$ cat config.mk
export PLATFORM = sky130hd
export DESIGN_NAME = base64_encoder_top
export DESIGN_NICKNAME = d
export VERILOG_FILES = /design/src/rtl/core/b64e_pkg.sv /design/src/rtl/core/b64e_front.sv /design/src/rtl/core/b64e_queue.sv /design/src/rtl/core/b64e_back.sv /design/src/rtl/core/base64_encoder_top.sv
export SDC_FILE = /design/constraint.sdc
export NUM_CORES = 1
export LEC_CHECK = 0
export BUFFER_PORTS_ARGS = -buffer_cell sky130_fd_sc_hd__buf_2
export CORE_MARGIN = 3
export CORE_UTILIZATION = 60
export CTS_CLUSTER_SIZE = 12
export DETAILED_ROUTE_END_ITERATION = 7
export GPL_ROUTABILITY_DRIVEN = 0
export PLACE_DENSITY_LB_ADDON = 0.3
export REMOVE_ABC_BUFFERS = 1
export SLEW_MARGIN = 20
export SYNTH_ARGS = -nofsm -noshare
export SYNTH_HDL_FRONTEND = slang
export SYNTH_SLANG_ARGS = --single-unit
export TNS_END_PERCENT = 1
$ cat constraint.sdc
create_clock -name clk -period 3.4 [get_ports clk]
set_input_delay 0.34 -clock clk [delete_from_list [all_inputs] [get_ports clk]]
set_output_delay 0.34 -clock clk [all_outputs]
set_load 0.02 [all_outputs]
$ cat src/rtl/core/b64e_pkg.sv
// Shared types, constants and the character lookup for the Base64 encoder.
`timescale 1ns / 1ps

package b64e_pkg;

    localparam int QUEUE_DEPTH_DEF = 4;

    localparam logic [6:0] PAD_CHAR = 7'h3D;  // '='

    // Phase of the next byte inside its three-byte group
    localparam logic [1:0] PHASE_0 = 2'd0;
    localparam logic [1:0] PHASE_1 = 2'd1;
    localparam logic [1:0] PHASE_2 = 2'd2;

    // One classified input byte: up to four characters to send
    typedef struct packed {
        logic [3:0][5:0] sextet;
        logic [3:0]      pad;       // slot carries '=' instead of a sextet
        logic [1:0]      last_idx;  // index of the final slot used
        logic            last;      // byte ended the message
    } b64e_entry_t;

    function automatic logic [6:0] sextet_char(input logic [5:0] s, input logic url);
        logic [6:0] c;
        c = 7'h00;
        if (s < 6'd26)
            c = 7'd65 + {1'b0, s};
        else if (s < 6'd52)
            c = 7'd71 + {1'b0, s};
        else if (s < 6'd62)
            c = {1'b0, s} - 7'd4;
        else if (s == 6'd62)
            c = url ? 7'h2D : 7'h2B;
        else
            c = url ? 7'h5F : 7'h2F;
        return c;
    endfunction

endpackage

$ cat src/rtl/core/b64e_front.sv
// Front end: tracks group phase and carry bits, turns each byte into a queue entry.
`timescale 1ns / 1ps

module b64e_front
    import b64e_pkg::*;
(
    input  logic        clk,
    input  logic        rst_n,
    input  logic        url_mode,
    input  logic        take,
    input  logic [7:0]  data_byte,
    input  logic        last_byte,
    output b64e_entry_t entry
);

    logic [1:0] phase_reg, phase_next;
    logic [3:0] carry_reg, carry_next;
    logic       pad;

    assign pad = ~url_mode;

    always_comb
    begin
        entry          = '0;
        entry.last     = last_byte;
        phase_next     = phase_reg;
        carry_next     = carry_reg;
        case (phase_reg)
            PHASE_1:
            begin
                entry.sextet[0] = {carry_reg[1:0], data_byte[7:4]};
                entry.sextet[1] = {data_byte[3:0], 2'b00};
                entry.pad[2]    = 1'b1;
                entry.last_idx  = last_byte ? (pad ? 2'd2 : 2'd1) : 2'd0;
                carry_next      = data_byte[3:0];
                phase_next      = PHASE_2;
            end
            PHASE_2:
            begin
                entry.sextet[0] = {carry_reg, data_byte[7:6]};
                entry.sextet[1] = data_byte[5:0];
                entry.last_idx  = 2'd1;
                carry_next      = 4'd0;
                phase_next      = PHASE_0;
            end
            default:
            begin
                // phase 0, and the unused code 3 behaves the same
                entry.sextet[0] = data_byte[7:2];
                entry.sextet[1] = {data_byte[1:0], 4'b0000};
                entry.pad[2]    = 1'b1;
                entry.pad[3]    = 1'b1;
                entry.last_idx  = last_byte ? (pad ? 2'd3 : 2'd1) : 2'd0;
                carry_next      = {2'b00, data_byte[1:0]};
                phase_next      = PHASE_1;
            end
        endcase
        if (last_byte)
        begin
            phase_next = PHASE_0;
            carry_next = 4'd0;
        end
    end

    always_ff @(posedge clk or negedge rst_n)
    begin
        if (!rst_n)
        begin
            phase_reg <= PHASE_0;
            carry_reg <= 4'd0;
        end
        else if (take)
        begin
            phase_reg <= phase_next;
            carry_reg <= carry_next;
        end
    end

endmodule

$ cat src/rtl/core/b64e_queue.sv
// Short FIFO of classified entries between front and back ends.
`timescale 1ns / 1ps

module b64e_queue
    import b64e_pkg::*;
#(
    parameter int DEPTH = QUEUE_DEPTH_DEF
)
(
    input  logic        clk,
    input  logic        rst_n,
    input  logic        push,
    input  b64e_entry_t push_entry,
    input  logic        pop,
    output b64e_entry_t head,
    output logic        empty,
    output logic        full
);

    localparam int PW = (DEPTH > 1) ? $clog2(DEPTH) : 1;
    localparam int CW = $clog2(DEPTH + 1);
    localparam logic [PW-1:0] LAST_PTR = PW'(DEPTH - 1);

    b64e_entry_t   mem [DEPTH];
    logic [PW-1:0] wr_ptr_reg, rd_ptr_reg;
    logic [CW-1:0] count_reg;

    assign empty = (count_reg == '0);
    assign full  = (count_reg == CW'(DEPTH));
    assign head  = mem[rd_ptr_reg];

    always_ff @(posedge clk)
    begin
        if (push)
            mem[wr_ptr_reg] <= push_entry;
    end

    always_ff @(posedge clk or negedge rst_n)
    begin
        if (!rst_n)
        begin
            wr_ptr_reg <= '0;
            rd_ptr_reg <= '0;
            count_reg  <= '0;
        end
        else
        begin
            if (push)
                wr_ptr_reg <= (wr_ptr_reg == LAST_PTR) ? '0 : wr_ptr_reg + 1'b1;
            if (pop)
                rd_ptr_reg <= (rd_ptr_reg == LAST_PTR) ? '0 : rd_ptr_reg + 1'b1;
            if (push && !pop)
                count_reg <= count_reg + 1'b1;
            else if (pop && !push)
                count_reg <= count_reg - 1'b1;
        end
    end

endmodule

$ cat src/rtl/core/b64e_back.sv
// Back end: walks the slots of the head entry, one character word per cycle while out_stall is low.
`timescale 1ns / 1ps

module b64e_back
    import b64e_pkg::*;
(
    input  logic        clk,
    input  logic        rst_n,
    input  logic        url_mode,
    input  b64e_entry_t head,
    input  logic        empty,
    output logic        pop,
    output logic        out_valid,
    input  logic        out_stall,
    output logic [6:0]  out_char,
    output logic        run_last,
    output logic        message_end
);

    logic [1:0] idx_reg;
    logic       valid_reg;
    logic [6:0] char_reg;
    logic       run_last_reg;
    logic       end_reg;
    logic       load;
    logic       final_slot;

    // output register frees up when empty or being taken
    assign load       = !empty && (!valid_reg || !out_stall);
    assign final_slot = (idx_reg == head.last_idx);
    assign pop        = load && final_slot;

    always_ff @(posedge clk or negedge rst_n)
    begin
        if (!rst_n)
        begin
            idx_reg   <= 2'd0;
            valid_reg <= 1'b0;
        end
        else
        begin
            if (load)
                idx_reg <= final_slot ? 2'd0 : idx_reg + 2'd1;
            if (load)
                valid_reg <= 1'b1;
            else if (!out_stall)
                valid_reg <= 1'b0;
        end
    end

    always_ff @(posedge clk)
    begin
        if (load)
        begin
            char_reg     <= head.pad[idx_reg] ? PAD_CHAR
                                              : sextet_char(head.sextet[idx_reg], url_mode);
            run_last_reg <= final_slot;
            end_reg      <= final_slot && head.last;
        end
    end

    assign out_valid   = valid_reg;
    assign out_char    = char_reg;
    assign run_last    = run_last_reg;
    assign message_end = end_reg;

endmodule

$ cat src/rtl/core/base64_encoder_top.sv
// Top level of the streaming Base64 encoder.
`timescale 1ns / 1ps

// Streaming Base64 encoder (standard or URL-safe alphabet).
// Input channel: in_valid / in_stall carries one raw byte word (data_byte)
// with last_byte set on the final byte of a message. A word is taken on a
// clock edge with in_valid high and in_stall low.
// Output channel: out_valid / out_stall carries one character word
// (out_char) with run_last on the last character caused by an input byte
// and message_end on the final character of the message.
// Config: cfg_valid / cfg_ready writes url_mode from cfg_data; cfg_ready is
// always high. Write it only while no message is in flight.
// A taken byte is written into the entry queue; its first character is then loaded into the output register.
// Throughput: one character per cycle while out_stall is low; a byte emits one or
// two characters (up to four on the final byte), so the sustained rate is bound
// by the single output register.
// The input side keeps accepting while the output stalls until the entry
// queue (QUEUE_DEPTH bytes) fills, then in_stall rises.
// Reset clears the group phase, carry bits, queue and url_mode (standard).

module base64_encoder_top
    import b64e_pkg::*;
#(
    parameter int QUEUE_DEPTH = QUEUE_DEPTH_DEF
)
(
    input  logic       clk,
    input  logic       rst_n,
    input  logic       in_valid,
    output logic       in_stall,
    input  logic [7:0] data_byte,
    input  logic       last_byte,
    output logic       out_valid,
    input  logic       out_stall,
    output logic [6:0] out_char,
    output logic       run_last,
    output logic       message_end,
    input  logic       cfg_valid,
    output logic       cfg_ready,
    input  logic       cfg_data
);

    logic        url_mode_reg;
    logic        take;
    logic        full;
    logic        empty;
    logic        pop;
    b64e_entry_t entry;
    b64e_entry_t head;

    assign cfg_ready = 1'b1;
    assign in_stall  = full;
    assign take      = in_valid && !full;

    always_ff @(posedge clk or negedge rst_n)
    begin
        if (!rst_n)
            url_mode_reg <= 1'b0;
        else if (cfg_valid && cfg_ready)
            url_mode_reg <= cfg_data;
    end

    b64e_front u_front (
        .clk       (clk),
        .rst_n     (rst_n),
        .url_mode  (url_mode_reg),
        .take      (take),
        .data_byte (data_byte),
        .last_byte (last_byte),
        .entry     (entry)
    );

    b64e_queue #(
        .DEPTH (QUEUE_DEPTH)
    ) u_queue (
        .clk        (clk),
        .rst_n      (rst_n),
        .push       (take),
        .push_entry (entry),
        .pop        (pop),
        .head       (head),
        .empty      (empty),
        .full       (full)
    );

    b64e_back u_back (
        .clk         (clk),
        .rst_n       (rst_n),
        .url_mode    (url_mode_reg),
        .head        (head),
        .empty       (empty),
        .pop         (pop),
        .out_valid   (out_valid),
        .out_stall   (out_stall),
        .out_char    (out_char),
        .run_last    (run_last),
        .message_end (message_end)
    );

endmodule

==> impl_metrics.yaml <==
status:
  status: "completed"
drt:
  wl_met1_um: 3934
  vias: 2828
  wl_met2_um: 4325
  wl_met3_um: 477
  vias_per_cell: 6.095
  drc: 0
  highest_layer: "met4"
  wl_per_cell_um: 19.20
  dr.pass1.iters: 6
  ant_nets: 0
  routed_wirelength_um: 8910
  dr.first_iter.drc_count: 223
finish:
  antenna_cells: 0
  n_fill_cell: 521
  largest_reg_flops: 68
  stdcell_count: 464
  syn_to_final_growth_pct: 8.221
  nets: 392
  multiInputGateArea_mm2: 0.001624
  seqCellArea_mm2: 0.002738
  drive_gt1_frac: 0.2000
yosys:
  synth_edf_count: 77
  synthArstFlopShare: 0.1809
  syn-cell-area_mm2: 0.004536
  avgSynthCellArea_um2: 13.66
  synth_top_flop_cell: "edfxtp_1"
  ys_ff_latch: 94
  synth.distinct_cells: 62
  ys_seq_area_frac: 0.6036
  synth_warnings: 0
  netlist_instances: 332
floorplan:
  die_x_um: 92.95
  dieHeight_um: 92.95
  boundaryPins: 27
  fp.coreArea_mm2: 0.007292
  rows: 31
  start_util: 0.6220
  dieArea_mm2: 0.008639
critical_path:
  crit_slowest_cell: "dfrtp_1"
  path_depth: 9
  crit_start: "u_back.idx_reg[0]"
  start_kind: "flip-flop"
  r2r_setup_slack_ns: 0.28
  cp_max_fo: 10
  crit_chain: "and2_0, a22oi_1, nand2_1, or2_1, clkinv_1, ha_1, or2_2, a31o_2, o32a_1"
  r2r-end: "u_back.out_char[3]"
  cp_data_arrival_time_ns: 3.23
  critPathCaptureType: "flip-flop"
  critPathKind: "flip-flop to flip-flop"
  cp_top_family: "simple AND/OR/NAND/NOR gates"
  r2r_start: "u_back.idx_reg[0]"
  critPathBufInv: 1
  ff2ff_path_depth: 9
  slowest_delay_ns: 0.59
  worstSetupEndpoint: "u_back.out_char[3]"
  critPathRequiredTime_ns: 3.52
clock_network:
  clock_path_buffers: 2
  htree_levels: 3
  post-cts-setup-buffer-count: 0
  post_cts_resized: 0
  cts.sinks: 94
  clk_pin_slew_ns: 0.09
  hold_buffers: 1
  cts_tree: "built"
  cts_buffers: 9
  root_buffer: "clkbuf_8"
  clock_latency_ns: 0.37
placed_design:
  port_buffers: 25
  placedCellCount: 448
  post-dp-hpwl_um: 6137
power_and_ir_drop:
  p_per_area_mw_per_mm2: 1048
  ir_drop_mv: 0.5419
  leakagePower_uw: 0.001855
grt:
  grt_start_max_net_pins: 28
  grt_util_all_layers: 0.2193
  antenna_found_initial: 0
  grt_pass1_vias: 2749
  gr-total-overflow: 0
  grt_pass1_wl_um: 14280
sta:
  rsz0062_at_grt: "false"
  setup_tns_ns: 0
  post-route-min-period_ns: 3.115
  post-route-period-util: 0.9162
  skew_ns: 0.01154
  report.final.slew_viol_count: 0
  setup_violations: 0
  whs_ns: 0.2026
  hold_violations: 0
  worst_pin_slew_ns: 0.9086
  relSlewSlack: 0.3943
  fmax_mhz: 321.0
worst_hold_path:
  hp-class: "input pin to flip-flop"
run:
  drv_cap: 0
## layer usage
metal	track usage	vias to the layer above
li1	-	1314
met3	0.05849	14
met5	0	-
met2	0.3467	111
met1	0.2926	1389
met4	0.08303	0
## worst register-to-register path, stage by stage (launching register included)
cell and delay (ns):
dfrtp_1 0.59, and2_0 0.45, a22oi_1 0.16, nand2_1 0.18, or2_1 0.21, clkinv_1 0.16
ha_1 0.24, or2_2 0.31, a31o_2 0.25, o32a_1 0.33
## cell usage in the layout (no fill, tap or decap), types with 4 or more instances in the layout
cell and instances:
ha_1 15, clkbuf_8 9, nor3_1 4, xor2_1 5, buf_4 8, a22oi_1 17
mux2i_1 20, a21oi_1 7, mux2_2 7, and2_1 8, mux4_1 4, o21ai_0 16
nor2_1 9, inv_1 13, edfxtp_1 77, nand3_1 9, clkinv_1 4, dfrtp_1 17
buf_2 25, nand2_1 29
## layout make-up
cell class / count / area share
flip-flops and latches: 94 / 0.5577
multi-input cells: 206 / 0.3309
repair buffers: 34 / 0.03977
clock buffers: 9 / 0.02524
well taps: 99 / 0.02524
inverters: 16 / 0.01224
clock inverters: 6 / 0.008922
## stage by stage
| stage | util | instance area [µm²] | setup slack (ns) | power [µW] |
|---|---|---|---|---|
| floorplan | - | 4422 | 0.1659 | 3748 |
| global placement | 0.6488 | 4731 | 0.4744 | 4366 |
| detailed placement | 0.6488 | 4731 | 0.3260 | 4443 |
| CTS | 0.6731 | 4908 | 0.3026 | 5137 |
| global route | 0.6731 | 4908 | 0.1076 | 5478 |
| finish | 0.6731 | 4908 | 0.2848 | 5144 |
## how the worst min path moves through the flow
stage | slack (ns) | end | cells past startpoint | start
3_5_place_dp | 0.30 | u_queue.count_reg[0] | 1 | rst_n
4_1_cts | 0.19 | u_back.out_valid | 3 | out_stall
5_1_grt | 0.19 | u_back.out_valid | 3 | out_stall
3_3_place_gp | 0.31 | u_back.out_valid | 1 | rst_n
2_1_floorplan | 0.04 | u_back.idx_reg[0] | 0 | rst_n
6_report | 0.20 | u_back.out_valid | 3 | out_stall
## power breakdown
group | total (µW) | internal, µW | switching [µW]
combinational | 2520 | 997 | 1520
sequential | 1950 | 1760 | 192
clock | 672 | 268 | 404
## synth_stat cells (4+ instances only)
master / instances / area, µm²
nand2_1: 29 / 108.9
clkbuf_1: 6 / 22.52
a21oi_1: 7 / 35.03
mux2i_1: 20 / 200.2
inv_1: 13 / 48.80
nor3_1: 4 / 20.02
mux2_2: 7 / 78.83
o21ai_0: 16 / 80.08
a22oi_1: 17 / 127.6
ha_1: 15 / 187.7
dfrtp_1: 17 / 425.4
mux4_1: 4 / 105.1
edfxtp_1: 77 / 2312
xor2_1: 5 / 43.79
nor2_1: 9 / 33.78
nand3_1: 9 / 45.04
and2_1: 8 / 50.05
## kinds of logic after synthesis
family / count (synthesis) / synth area share
AOI/OAI and AO/OA: 66 / 0.1040
other: 1 / 0.0008268
buffers and inverters: 32 / 0.03834
adders and majority gates: 16 / 0.04579
DFF: 94 / 0.6036
muxes: 34 / 0.09793
xor gates and xnor gates: 7 / 0.01352
and+or+nand+nor: 82 / 0.09600
Note: power is estimated with default switching activity, not from simulation.
